==> src/rtl/core/cbsp_pkg.sv <==
// Shared constants and controller command type for the cubic B-spline evaluator.
package cbsp_pkg;

  // Default coordinate width and fraction bits of the curve parameter
  localparam int COORD_BITS_DEF  = 10;
  localparam int T_FRAC_BITS_DEF = 16;

  // Control points held in the sliding window
  localparam int WIN_DEPTH = 4;
  localparam int WIN_SEL_W = $clog2(WIN_DEPTH);

  // Fraction bits of the result
  localparam int OUT_FRAC_BITS = 8;

  // Command word from the controller to the datapath
  typedef struct packed {
    logic                 push;      // shift a new point into the window
    logic                 load_t;    // capture and clamp t
    logic                 sq;        // t^2 on the shared multiplier
    logic                 cube;      // t^3 on the shared multiplier
    logic                 wgt;       // register the four basis weights
    logic                 mac;       // one multiply-accumulate step per lane
    logic                 mac_first; // start a fresh sum
    logic [WIN_SEL_W-1:0] mac_sel;   // window entry and weight for this step
    logic                 div;       // scale by the reciprocal of six
    logic                 fin;       // correct, saturate, load result register
  } cmd_t;

endpackage

==> src/rtl/core/cubic_bspline_point_eval.sv <==
// Top level of the uniform cubic B-spline point evaluator.
//
// Input channel in_*: one request per command. in_tuser = 0 pushes the point
// in in_tdata into a four-point window and gives no result; in_tuser = 1
// evaluates the curve at the t in in_tdata. An evaluate before four points
// have been pushed is consumed without starting a sequence and gives no result.
// Output channel out_*: one request per evaluate, X and Y with 8 fraction bits.
// Push requests can be accepted on every cycle while no evaluate is in progress.
// An evaluate keeps the input closed after it is accepted, through its steps:
// t^2 and t^3 on the shared multiplier, the weight register, four
// multiply-accumulate steps, one per window point, in each lane, reciprocal
// scaling and the final correction. Its result shows on out_tvalid and the
// input reopens in the same cycle, so no new request is taken while an
// evaluate is still in progress.
// The output register holds a finished result while the receiver stalls;
// pushes are still accepted meanwhile, and a later evaluate waits in its
// last step until the output register frees up.
// Reset (rst_n low, synchronous) empties the window count, the sequencer and
// the output register; the window contents stay undefined until pushed.
module cubic_bspline_point_eval #(
  parameter int  COORD_BITS  = cbsp_pkg::COORD_BITS_DEF,
  parameter int  T_FRAC_BITS = cbsp_pkg::T_FRAC_BITS_DEF,
  localparam int OW          = COORD_BITS + cbsp_pkg::OUT_FRAC_BITS,
  localparam int IN_W        = ((2 * COORD_BITS + T_FRAC_BITS + 1 + 7) / 8) * 8,
  localparam int OUT_W       = ((2 * OW + 7) / 8) * 8
) (
  input  logic             clk,
  input  logic             rst_n,
  input  logic             in_tvalid,
  output logic             in_tready,
  input  logic [IN_W-1:0]  in_tdata,   // point_x, point_y, param_t, zero pad
  input  logic             in_tuser,   // command
  output logic             out_tvalid,
  input  logic             out_tready,
  output logic [OUT_W-1:0] out_tdata   // curve_x, curve_y, zero pad
);

  localparam int PY_LO = COORD_BITS;
  localparam int PT_LO = 2 * COORD_BITS;

  cbsp_pkg::cmd_t  cmd;
  logic [OW-1:0]   curve_x;
  logic [OW-1:0]   curve_y;

  cbsp_ctrl u_ctrl (
    .clk        (clk),
    .rst_n      (rst_n),
    .in_tvalid  (in_tvalid),
    .in_tready  (in_tready),
    .in_tuser   (in_tuser),
    .out_tvalid (out_tvalid),
    .out_tready (out_tready),
    .cmd        (cmd)
  );

  cbsp_datapath #(
    .COORD_BITS  (COORD_BITS),
    .T_FRAC_BITS (T_FRAC_BITS)
  ) u_datapath (
    .clk         (clk),
    .cmd         (cmd),
    .in_point_x  (in_tdata[COORD_BITS-1:0]),
    .in_point_y  (in_tdata[PY_LO+COORD_BITS-1:PY_LO]),
    .in_param_t  (in_tdata[PT_LO+T_FRAC_BITS:PT_LO]),
    .out_curve_x (curve_x),
    .out_curve_y (curve_y)
  );

  // Pack the result, zero padded to whole bytes
  assign out_tdata = OUT_W'({curve_y, curve_x});

`ifndef NO_ASSERTIONS
  // The result register is loaded only when its previous result is gone
  a_fin_slot_free: assert property (@(posedge clk) disable iff (!rst_n)
    cmd.fin |-> (!out_tvalid || out_tready))
    else $error("result register overwritten while still pending");

  // Only one datapath step is commanded in a cycle
  a_cmd_onehot: assert property (@(posedge clk) disable iff (!rst_n)
    $onehot0({cmd.push, cmd.load_t, cmd.sq, cmd.cube, cmd.wgt, cmd.mac,
              cmd.div, cmd.fin}))
    else $error("more than one datapath step commanded");

  // An evaluate closes the input until its result is produced
  a_eval_closes_input: assert property (@(posedge clk) disable iff (!rst_n)
    cmd.load_t |=> !in_tready)
    else $error("input reopened during an evaluate");

  // A finished result shows as valid on the next cycle
  a_fin_gives_valid: assert property (@(posedge clk) disable iff (!rst_n)
    cmd.fin |=> out_tvalid)
    else $error("finished result not presented");
`endif

endmodule

==> src/rtl/core/cbsp_ctrl.sv <==
// Sequencing state machine: point counter, evaluate steps and result valid.
module cbsp_ctrl (
  input  logic          clk,
  input  logic          rst_n,
  input  logic          in_tvalid,
  output logic          in_tready,
  input  logic          in_tuser,
  output logic          out_tvalid,
  input  logic          out_tready,
  output cbsp_pkg::cmd_t cmd
);

  typedef enum logic [6:0] {
    S_IDLE = 7'b0000001,
    S_SQ   = 7'b0000010,
    S_CUBE = 7'b0000100,
    S_WGT  = 7'b0001000,
    S_MAC  = 7'b0010000,
    S_DIV  = 7'b0100000,
    S_FIN  = 7'b1000000
  } state_t;

  localparam int CNT_W = $clog2(cbsp_pkg::WIN_DEPTH + 1);
  localparam logic [CNT_W-1:0] CNT_FULL = CNT_W'(cbsp_pkg::WIN_DEPTH);
  localparam logic [cbsp_pkg::WIN_SEL_W-1:0] MAC_LAST =
    cbsp_pkg::WIN_SEL_W'(cbsp_pkg::WIN_DEPTH - 1);

  state_t                         state_r, state_nxt;
  logic [CNT_W-1:0]               loaded_r, loaded_nxt;
  logic [cbsp_pkg::WIN_SEL_W-1:0] mac_cnt_r, mac_cnt_nxt;
  logic                           out_valid_r, out_valid_nxt;
  logic                           accept;

  assign in_tready  = (state_r == S_IDLE);
  assign accept     = in_tvalid && in_tready;
  assign out_tvalid = out_valid_r;

  // Next state and command decode
  always_comb begin
    state_nxt     = state_r;
    loaded_nxt    = loaded_r;
    mac_cnt_nxt   = mac_cnt_r;
    out_valid_nxt = out_valid_r;
    cmd           = '0;
    cmd.mac_sel   = mac_cnt_r;

    // Drop the result once the receiver takes it
    if (out_valid_r && out_tready) begin
      out_valid_nxt = 1'b0;
    end

    case (state_r)
      S_IDLE: begin
        if (accept) begin
          if (!in_tuser) begin
            cmd.push = 1'b1;
            if (loaded_r != CNT_FULL) begin
              loaded_nxt = loaded_r + CNT_W'(1);
            end
          end else if (loaded_r == CNT_FULL) begin
            cmd.load_t = 1'b1;
            state_nxt  = S_SQ;
          end
        end
      end
      S_SQ: begin
        cmd.sq    = 1'b1;
        state_nxt = S_CUBE;
      end
      S_CUBE: begin
        cmd.cube  = 1'b1;
        state_nxt = S_WGT;
      end
      S_WGT: begin
        cmd.wgt     = 1'b1;
        mac_cnt_nxt = '0;
        state_nxt   = S_MAC;
      end
      S_MAC: begin
        cmd.mac       = 1'b1;
        cmd.mac_first = (mac_cnt_r == '0);
        mac_cnt_nxt   = mac_cnt_r + cbsp_pkg::WIN_SEL_W'(1);
        if (mac_cnt_r == MAC_LAST) begin
          state_nxt = S_DIV;
        end
      end
      S_DIV: begin
        cmd.div   = 1'b1;
        state_nxt = S_FIN;
      end
      S_FIN: begin
        // Hold until the result register is free or being emptied
        if (!out_valid_r || out_tready) begin
          cmd.fin       = 1'b1;
          out_valid_nxt = 1'b1;
          state_nxt     = S_IDLE;
        end
      end
      default: begin
        state_nxt = S_IDLE;
      end
    endcase
  end

  // Control registers
  always_ff @(posedge clk) begin
    if (!rst_n) begin
      state_r     <= S_IDLE;
      loaded_r    <= '0;
      mac_cnt_r   <= '0;
      out_valid_r <= 1'b0;
    end else begin
      state_r     <= state_nxt;
      loaded_r    <= loaded_nxt;
      mac_cnt_r   <= mac_cnt_nxt;
      out_valid_r <= out_valid_nxt;
    end
  end

endmodule

==> src/rtl/core/cbsp_lane.sv <==
// One coordinate lane: weighted sum, divide by six with rounding, saturation.
module cbsp_lane #(
  parameter int COORD_BITS  = cbsp_pkg::COORD_BITS_DEF,
  parameter int T_FRAC_BITS = cbsp_pkg::T_FRAC_BITS_DEF
) (
  input  logic                                           clk,
  input  cbsp_pkg::cmd_t                                 cmd,
  input  logic signed [T_FRAC_BITS+3:0]                  weight,
  input  logic [COORD_BITS-1:0]                          point,
  output logic [COORD_BITS+cbsp_pkg::OUT_FRAC_BITS-1:0]  result
);

  localparam int WW  = T_FRAC_BITS + 4;
  localparam int PRW = WW + COORD_BITS + 1;
  localparam int AW  = WW + COORD_BITS + 3;
  localparam int SW  = AW + cbsp_pkg::OUT_FRAC_BITS;
  localparam int QW  = SW - T_FRAC_BITS;
  localparam int XW  = QW - 1;
  localparam int OW  = COORD_BITS + cbsp_pkg::OUT_FRAC_BITS;

  // Half of the divisor six times one, for round half up
  localparam logic [SW-1:0] RND_SIX = SW'(3) << T_FRAC_BITS;
  // Truncated reciprocal of three; the quotient is low by at most one
  localparam logic [XW-1:0] Recip3 = XW'((64'd1 << XW) / 64'd3);

  logic signed [PRW-1:0] prod;
  logic signed [AW-1:0]  prod_ext;
  logic signed [AW-1:0]  acc_r;
  logic [SW-1:0]         qsum;
  logic [QW-1:0]         quo6;
  logic [XW-1:0]         half_q;
  logic [2*XW-1:0]       recip_prod;
  logic [XW-1:0]         x_r;
  logic [XW-1:0]         q_r;
  logic                  pos_r;
  logic [XW:0]           q3;
  logic [XW:0]           rem;
  logic [XW-1:0]         q_fix;
  logic [OW-1:0]         q_sat;
  logic [OW-1:0]         res_r;

  // Multiply-accumulate
  assign prod     = weight * $signed({1'b0, point});
  assign prod_ext = $signed({{(AW-PRW){prod[PRW-1]}}, prod});

  always_ff @(posedge clk) begin
    if (cmd.mac) begin
      acc_r <= cmd.mac_first ? prod_ext : acc_r + prod_ext;
    end
  end

  // Scale: floor((S*256 + 3*one) / one) then divide by six as halve and by three
  assign qsum   = {acc_r, {cbsp_pkg::OUT_FRAC_BITS{1'b0}}} + RND_SIX;
  assign quo6   = qsum[SW-1:T_FRAC_BITS];
  assign half_q = quo6[QW-1:1];
  assign recip_prod = half_q * Recip3;

  always_ff @(posedge clk) begin
    if (cmd.div) begin
      x_r   <= half_q;
      q_r   <= recip_prod[2*XW-1:XW];
      pos_r <= !acc_r[AW-1] && (acc_r != '0);
    end
  end

  // Correct the quotient by one where the remainder reaches three
  assign q3    = {q_r, 1'b0} + {1'b0, q_r};
  assign rem   = {1'b0, x_r} - q3;
  assign q_fix = (rem >= (XW+1)'(3)) ? q_r + XW'(1) : q_r;
  assign q_sat = (|q_fix[XW-1:OW]) ? {OW{1'b1}} : q_fix[OW-1:0];

  // Result register; a sum at or below zero gives zero
  always_ff @(posedge clk) begin
    if (cmd.fin) begin
      res_r <= pos_r ? q_sat : '0;
    end
  end

  assign result = res_r;

endmodule

==> src/rtl/core/cbsp_datapath.sv <==
// Datapath: point window, t powers on a shared multiplier, weights, two lanes.
module cbsp_datapath #(
  parameter int COORD_BITS  = cbsp_pkg::COORD_BITS_DEF,
  parameter int T_FRAC_BITS = cbsp_pkg::T_FRAC_BITS_DEF
) (
  input  logic                                           clk,
  input  cbsp_pkg::cmd_t                                 cmd,
  input  logic [COORD_BITS-1:0]                          in_point_x,
  input  logic [COORD_BITS-1:0]                          in_point_y,
  input  logic [T_FRAC_BITS:0]                           in_param_t,
  output logic [COORD_BITS+cbsp_pkg::OUT_FRAC_BITS-1:0]  out_curve_x,
  output logic [COORD_BITS+cbsp_pkg::OUT_FRAC_BITS-1:0]  out_curve_y
);

  localparam int TW = T_FRAC_BITS + 1;
  localparam int PW = 2 * TW;
  localparam int WW = T_FRAC_BITS + 4;
  localparam int ND = cbsp_pkg::WIN_DEPTH;

  localparam logic [TW-1:0] T_ONE    = {1'b1, {T_FRAC_BITS{1'b0}}};
  localparam logic [PW-1:0] RND_HALF = PW'(1) << (T_FRAC_BITS - 1);

  logic [COORD_BITS-1:0] win_x_r [ND];
  logic [COORD_BITS-1:0] win_y_r [ND];
  logic [TW-1:0]         t_clamp;
  logic [TW-1:0]         t_r;
  logic [TW-1:0]         t2_r;
  logic [TW-1:0]         t3_r;
  logic [TW-1:0]         sq_b;
  logic [PW-1:0]         sq_prod;
  logic [PW-1:0]         sq_sum;
  logic [TW-1:0]         sq_rnd;
  logic signed [WW-1:0]  one_s, ts, t2s, t3s;
  logic signed [WW-1:0]  w_nxt [ND];
  logic signed [WW-1:0]  w_r   [ND];

  // Shift the window on a push
  always_ff @(posedge clk) begin
    if (cmd.push) begin
      for (int i = 0; i < ND - 1; i++) begin
        win_x_r[i] <= win_x_r[i+1];
        win_y_r[i] <= win_y_r[i+1];
      end
      win_x_r[ND-1] <= in_point_x;
      win_y_r[ND-1] <= in_point_y;
    end
  end

  // Clamp t to one
  assign t_clamp = (in_param_t > T_ONE) ? T_ONE : in_param_t;

  // Shared multiplier: t*t, then t^2*t, each rounded to nearest
  assign sq_b    = cmd.cube ? t2_r : t_r;
  assign sq_prod = t_r * sq_b;
  assign sq_sum  = sq_prod + RND_HALF;
  assign sq_rnd  = sq_sum[T_FRAC_BITS+TW-1:T_FRAC_BITS];

  always_ff @(posedge clk) begin
    if (cmd.load_t) begin
      t_r <= t_clamp;
    end
    if (cmd.sq) begin
      t2_r <= sq_rnd;
    end
    if (cmd.cube) begin
      t3_r <= sq_rnd;
    end
  end

  // Six times each basis weight
  assign one_s = $signed({3'b000, T_ONE});
  assign ts    = $signed({3'b000, t_r});
  assign t2s   = $signed({3'b000, t2_r});
  assign t3s   = $signed({3'b000, t3_r});

  always_comb begin
    w_nxt[0] = one_s - (ts <<< 1) - ts + (t2s <<< 1) + t2s - t3s;
    w_nxt[1] = (one_s <<< 2) - (t2s <<< 2) - (t2s <<< 1) + (t3s <<< 1) + t3s;
    w_nxt[2] = one_s + (ts <<< 1) + ts + (t2s <<< 1) + t2s - (t3s <<< 1) - t3s;
    w_nxt[3] = t3s;
  end

  always_ff @(posedge clk) begin
    if (cmd.wgt) begin
      for (int i = 0; i < ND; i++) begin
        w_r[i] <= w_nxt[i];
      end
    end
  end

  // Coordinate lanes
  cbsp_lane #(
    .COORD_BITS  (COORD_BITS),
    .T_FRAC_BITS (T_FRAC_BITS)
  ) u_lane_x (
    .clk    (clk),
    .cmd    (cmd),
    .weight (w_r[cmd.mac_sel]),
    .point  (win_x_r[cmd.mac_sel]),
    .result (out_curve_x)
  );

  cbsp_lane #(
    .COORD_BITS  (COORD_BITS),
    .T_FRAC_BITS (T_FRAC_BITS)
  ) u_lane_y (
    .clk    (clk),
    .cmd    (cmd),
    .weight (w_r[cmd.mac_sel]),
    .point  (win_y_r[cmd.mac_sel]),
    .result (out_curve_y)
  );

endmodule

==> config.mk <==
export PLATFORM = sky130hd
export DESIGN_NAME = cubic_bspline_point_eval
export DESIGN_NICKNAME = d
export VERILOG_FILES = /design/src/rtl/core/cbsp_pkg.sv /design/src/rtl/core/cubic_bspline_point_eval.sv /design/src/rtl/core/cbsp_ctrl.sv /design/src/rtl/core/cbsp_lane.sv /design/src/rtl/core/cbsp_datapath.sv
export SDC_FILE = /design/constraint.sdc
export NUM_CORES = 2
export LEC_CHECK = 0
export BUFFER_PORTS_ARGS = -buffer_cell sky130_fd_sc_hd__buf_2
export CAP_MARGIN = 0
export CORE_ASPECT_RATIO = 0.8
export CORE_MARGIN = 2
export CORE_UTILIZATION = 60
export DETAILED_ROUTE_END_ITERATION = 8
export GPL_TIMING_DRIVEN = 0
export PLACE_DENSITY = 0.82
export SETUP_SLACK_MARGIN = 0.1
export SYNTH_ARGS = -nofsm -noshare
export SYNTH_HDL_FRONTEND = slang
export SYNTH_SLANG_ARGS = --single-unit
==> constraint.sdc <==
create_clock -name clk -period 13.1 [get_ports clk]
set_input_delay 1.965 -clock clk [delete_from_list [all_inputs] [get_ports clk]]
set_output_delay 1.965 -clock clk [all_outputs]
set_load 0.03 [all_outputs]
# Word-level counts from Yosys, hierarchy flattened

Memories as Yosys holds them, arrays and structs flattened. A register that Yosys moved wholly into a read port is not among the register bits.
Index checks and enable logic that the tools add are counted.
Widths: inputs -> output; s select.

Bits in registers: 262
RAM bits: 160
Input port bits: 45
Word-level logic and storage cells: 127
Memories kept: 3

$add $sub $neg: 28
$mul: 5
Magnitude comparators: 3
Eq/ne operators: 15
Multiplexer cells: 39
Bitwise operators: 1
Reductions and logical operators: 16

Memories:

| name               | words | width | rd ports | clocked after memory_dff | wr ports | line                | text |
|---|---|---|---|---|---|---|---|
| u_datapath.w_r     | 4     | 20    | 1        | 1                        | 4        | cbsp_datapath.sv:35 | `logic signed [WW-1:0] w_r [ND];` |
| u_datapath.win_x_r | 4     | 10    | 4        | 1                        | 4        | cbsp_datapath.sv:23 | `logic [COORD_BITS-1:0] win_x_r [ND];` |
| u_datapath.win_y_r | 4     | 10    | 4        | 1                        | 4        | cbsp_datapath.sv:24 | `logic [COORD_BITS-1:0] win_y_r [ND];` |

Operators with widths:

| kind                   | number |
|---|---|
| $mul 24x23->47 const B | 2 |
| $add 41x18->41 const B | 2 |
| $add 20x18->20         | 4 |
| $add 33x31->33         | 2 |
| $mux 33                | 2 |
| $reduce_bool 33->1     | 2 |
| $mul 20x11->31         | 2 |
| $add 20x19->20         | 3 |
| $sub 20x18->20         | 3 |
| $add 24x23->25         | 2 |
| $ge 25x2->1 const B    | 2 |
| $sub 24x25->25         | 2 |
| $pmux 7 s7             | 1 |
| $add 23x1->24 const B  | 2 |
| $mux 24                | 2 |
| $sub 20x19->20         | 2 |
| $mux 18                | 2 |
| $mux 7                 | 5 |
| $add 33x16->33 const B | 1 |
| $mul 17x17->33         | 1 |
| $sub 19x19->20 const A | 1 |
| $add 17x18->19 const A | 1 |
| $sub 17x18->19 const A | 1 |
| $mux 2                 | 9 |
| 27 further kinds       | 51 |

# Depth between registers and ports, before layout

Word-level depth: 7
Depth in mapped cells: 41
Mapped depth without buffers: 37

# Hierarchy

A second synthesis with hierarchy kept.

Cells, all modules: 7249
Area, all modules: 72460.7 sq um

By module, submodules not included:

| module                           | instances | cells an instance | area each (sq um) | seq. area each (sq um) |
|---|---|---|---|---|
| cbsp_lane at u_datapath.u_lane_y | 1         | 2594              | 24643.6           | 2972.9 |
| cbsp_lane at u_datapath.u_lane_x | 1         | 2578              | 24355.9           | 2972.9 |
| cbsp_datapath                    | 1         | 1980              | 22660.5           | 6185.9 |
| cbsp_ctrl                        | 1         | 92                | 767.0             | 260.2 |
| cubic_bspline_point_eval         | 1         | 5                 | 33.8              | 0.0 |

# Least setup slack after synthesis

No wires, ideal clock.

Path kind: register -> register
From: register u_ctrl.state_r[6]
To: register u_datapath.u_lane_x.acc_r[32] (data pin)
Setup time: 266 ps
Data arrival time: 10007 ps
Required time: 12834 ps
Slack: 2827 ps
Stages on the path, launching flop included: 9
Path buffers: 0
Cell sequence: dfxtp_1 nor2_1 nand2_1 nor4b_1 nand2_1 and4b_1 a221oi_1 nand2_1 xnor2_1

Word-level cells in the longest chain between the ends: 3

RTL lines:

| element                | line             | text |
|---|---|---|
| from (decl)            | cbsp_ctrl.sv:28  | `state_t state_r, state_nxt;` |
| from (signal assigned) | cbsp_ctrl.sv:113 | `state_r <= state_nxt;` |
| $eq 7x5->1             | cbsp_ctrl.sv:52  | `case (state_r)` |
| $mux 2                 | cbsp_ctrl.sv:52  |  |
| $mux 33                | cbsp_lane.sv:48  | `acc_r <= cmd.mac_first ? prod_ext : acc_r + prod_ext;` |
| to (signal assigned)   | cbsp_lane.sv:48  |  |
| to (decl)              | cbsp_lane.sv:28  | `logic signed [AW-1:0] acc_r;` |

No other way between the ends.
A chain may end at the register's enable or synchronous reset.

==> impl_metrics.py <==
metrics = {
    "global_route": {
        "grtUsageTotal": 0.3071,
        "grt_overflow_total": 0,
        "grt_pass1_wl_um": 293900,
        "grt_antenna_before_repair": 1,
        "grt_max_degree": 61,
        "grt_pass1_vias": 54730,
    },
    "critical_path": {
        "max_stage_delay_ps": 820,
        "path_class": "flop to flop",
        "crit_family": "compound AO/OA/AOI/OAI gates",
        "crit_arrival_ps": 12090,
        "cp-end-kind": "flop",
        "cp-start-kind": "flop",
        "worstPathMaxFanout": 10,
        "rr_worst_depth": 33,
        "crit_buf_inv": 8,
        "crit_required_ps": 13440,
        "worst_path_most_repeated_cell": "clkbuf_1",
        "slowest_stage": "a2111oi_0",
        "path_depth": 33,
        "regToRegSetupSlack_ps": 1350,
    },
    "timing": {
        "hold_violations": 0,
        "whs_ps": 449.3,
        "rsz0062_at_grt": "false",
        "fmax_mhz": 85.14,
        "finalSetupViolCount": 0,
        "finalCriticalPeriod_ps": 11750,
        "period_share": 0.8966,
        "fin_skew_ps": 33.32,
        "relSlewSlack": 0.04479,
        "slew_violations": 0,
        "worst_slew_pin_slew_ps": 1423,
        "setup_tns_ps": 0,
    },
    "synthesis": {
        "synth_area_leaders": "fa_1, edfxtp_1, ha_1, inv_1, nand2_1",
        "synth-seq-cells": 419,
        "synth_area_um2": 71480,
        "synth-async-reset-ratio": 0,
        "avgSynthCellArea_um2": 9.871,
        "synth_edf_count": 404,
        "dominantRegCellSynth": "edfxtp_1",
        "synth_area_leader_cell": "fa_1",
        "ys_warn_count": 0,
        "seq_area_frac_synth": 0.1739,
        "netlist.area_leader.share": 0.3254,
        "synth.distinct_cells": 98,
        "synthCells": 7241,
    },
    "finish": {
        "area_growth_pct": 6.039,
        "layout.nets": 9556,
        "n_fill_cell": 9214,
        "insertedDiodeCount": 0,
        "drive_above_1_share": 0.04101,
        "fin_cells": 8990,
    },
    "clock_tree": {
        "clockBufferDepth": 3,
        "cts_made_buffers": 47,
        "cts_setup_buffers": 0,
        "cts_sinks": 419,
        "cts.clk_slew.worst_paths_ps": 70,
        "htree_num_levels": 2,
        "hold_buffers": 0,
        "clk_latency_ps": 640,
        "cts-root-buf": "clkbuf_16",
        "cts_tree": "yes",
        "cts_resized": 0,
    },
    "place": {
        "numPortBuffers": 79,
        "dp_hpwl_um": 154000,
        "routabilityCongestion": 1.034,
        "dp.cells": 8901,
    },
    "status": {
        "status": "completed",
    },
    "detailed_routing": {
        "wl_um": 181500,
        "wl_per_cell_um": 20.19,
        "drt_iter0_markers": 3970,
        "ant_nets": 0,
        "drtPass1Iterations": 6,
        "via_per_inst": 5.728,
        "vias": 51500,
        "drcViolationCount": 0,
    },
    "worst_hold_path": {
        "hold_depth": 0,
        "hp-class": "flop to flop",
    },
    "pwr": {
        "leakage_nw": 36.70,
        "irDropWorstVdd_v": 0.0001908,
        "power_mw": 8.672,
        "p_per_area_nw_per_um2": 114.4,
    },
    "floorplanning": {
        "core-area_um2": 118500,
        "core.rowCount": 113,
        "io_pins": 87,
        "die_x_um": 389.9,
        "start_util": 0.6033,
        "fp.dieH_um": 312.7,
        "die-area_um2": 121900,
    },
    "flow_run": {
        "cap_viol_max_count": 0,
    },
}
==> path summary, 6_finish.rpt <==
kind / endpoint / start
setup / recovery: u_datapath.u_lane_x.acc_r[32] / flop
hold / removal: u_datapath.win_x_r[2][4] / u_datapath.win_x_r[3][4]
setup reg to reg: u_datapath.u_lane_x.acc_r[32] / flop
hold reg to reg: u_datapath.win_x_r[2][4] / u_datapath.win_x_r[3][4]
==> metal layers <==
layer  vias to the layer above  part of all wire  track usage
li1                      23360                 -            -
met1                     25410              0.41       0.4115
met2                      2257              0.46       0.4911
met3                       467             0.090      0.06234
met4                         0             0.048       0.1279
met5                         -                 0            0
==> metrics by stage <==
| stage | util | area (um^2) | worst slack, ps |
|---|---|---|---|
| after floorplan | - | 71490 | 2827 |
| after global placement | 0.6231 | 73830 | -4482 |
| after detailed placement | 0.6259 | 74160 | 1591 |
| after CTS | 0.6396 | 75780 | 1515 |
| after global routing | 0.6397 | 75800 | 633.0 |
| final | 0.6397 | 75800 | 1354 |
==> power breakdown <==
group	switching, mW	total (mW)	internal [mW]
combinational	3.13	5.50	2.38
clock	0.633	1.43	0.797
sequential	0.00952	1.74	1.73
total	3.77	8.67	4.90
==> sequential cells by signal (all words and copies together), names as in the netlist, named ones only <==
| name | count |
|---|---|
| u_ctrl.out_tvalid | 1 |
| u_datapath.u_lane_x.q_r | 23 |
| u_datapath.u_lane_x.acc_r | 33 |
| u_ctrl.state_r | 7 |
| u_datapath.u_lane_x.pos_r | 1 |
| u_ctrl.mac_cnt_r | 2 |
| u_datapath.t2_r | 17 |
| u_datapath.u_lane_y.q_r | 23 |
| u_datapath.u_lane_y.pos_r | 1 |
| u_datapath.t3_r | 17 |
| u_datapath.u_lane_y.result | 18 |
| u_datapath.u_lane_x.result | 18 |
| u_ctrl.loaded_r | 3 |
| u_datapath.t_r | 17 |
| u_datapath.u_lane_x.x_r | 24 |
| u_datapath.win_x_r | 40 |
| u_datapath.u_lane_y.acc_r | 33 |
| u_datapath.win_y_r | 40 |
| u_datapath.u_lane_y.x_r | 24 |
| u_datapath.w_r | 75 |
==> layout by cell type, fill, tap and decap left out, types with 26 or more instances in the layout <==
cell type	count
edfxtp_1	404
a21oi_1	223
ha_1	950
o21ai_1	26
o21ai_0	174
xnor2_1	226
nand2b_1	49
buf_2	80
nor2b_1	90
fa_1	1162
nor3_1	70
nand2_1	552
mux2_2	37
clkbuf_1	146
inv_1	1687
a21o_1	85
a21boi_0	31
o21bai_1	31
nor2_1	463
nand4_1	48
nor4_1	32
and3_1	32
clkbuf_16	47
xor2_1	104
and2_1	89
o21a_1	74
nand3_1	64
mux2i_1	51
==> cells by family (layout without fill, tap and decap cells) <==
kind of cell | after synthesis | after routing | share of synthesized area
AO/OA/AOI/OAI | 854 | 854 | 0.07812
adder cells (fa/ha/maj) | 2112 | 2112 | 0.4917
buffers and inverters | 1851 | 2045 | 0.09799
multiplexers | 96 | 96 | 0.01549
other | 1 | 4 | 0.00005246
AND/OR/NAND/NOR | 1578 | 1578 | 0.1022
flip-flops | 419 | 419 | 0.1739
XOR/XNOR | 330 | 330 | 0.04044
==> Yosys cell counts (all sizes together), types with 23 or more instances <==
master / instances
nand2: 552
nor3: 73
clkbuf: 146
o21bai: 31
fa: 1162
nand4: 48
mux2i: 51
xnor2: 226
nor2b: 91
nand2b: 49
and3: 34
mux2: 37
o21a: 74
a21oi: 224
a21boi: 41
edfxtp: 404
a31oi: 23
a21o: 85
ha: 950
xor2: 104
nor4: 33
nor2: 464
o21ai: 201
and2: 89
inv: 1688
nand3: 64
==> cell type report <==
| class | instances | area (um^2) | area share |
|---|---|---|---|
| Clock buffer | 49 | 1194 | 0.01575 |
| Clock inverter | 39 | 427.9 | 0.005646 |
| Buffer | 162 | 665.6 | 0.008782 |
| Timing Repair Buffer | 106 | 710.7 | 0.009376 |
| Tap cell | 1552 | 1942 | 0.02562 |
| Inverter | 1689 | 6340 | 0.08364 |
| Sequential cell | 419 | 12430 | 0.1640 |
| Multi-Input combinational cell | 4974 | 52080 | 0.6872 |
==> worst reg2reg max path: cells and delay by family, from the launching register on <==
| family | cells | cell delay (ps) |
|---|---|---|
| xor gates and xnor gates | 2 | 410 |
| muxes | 1 | 300 |
| and+or+nand+nor | 4 | 520 |
| adders and majority gates | 7 | 2590 |
| buffers and inverters | 8 | 2900 |
| AOI/OAI and AO/OA | 11 | 4420 |
| DFF | 1 | 300 |
Note: power is estimated with default switching activity, not from simulation.
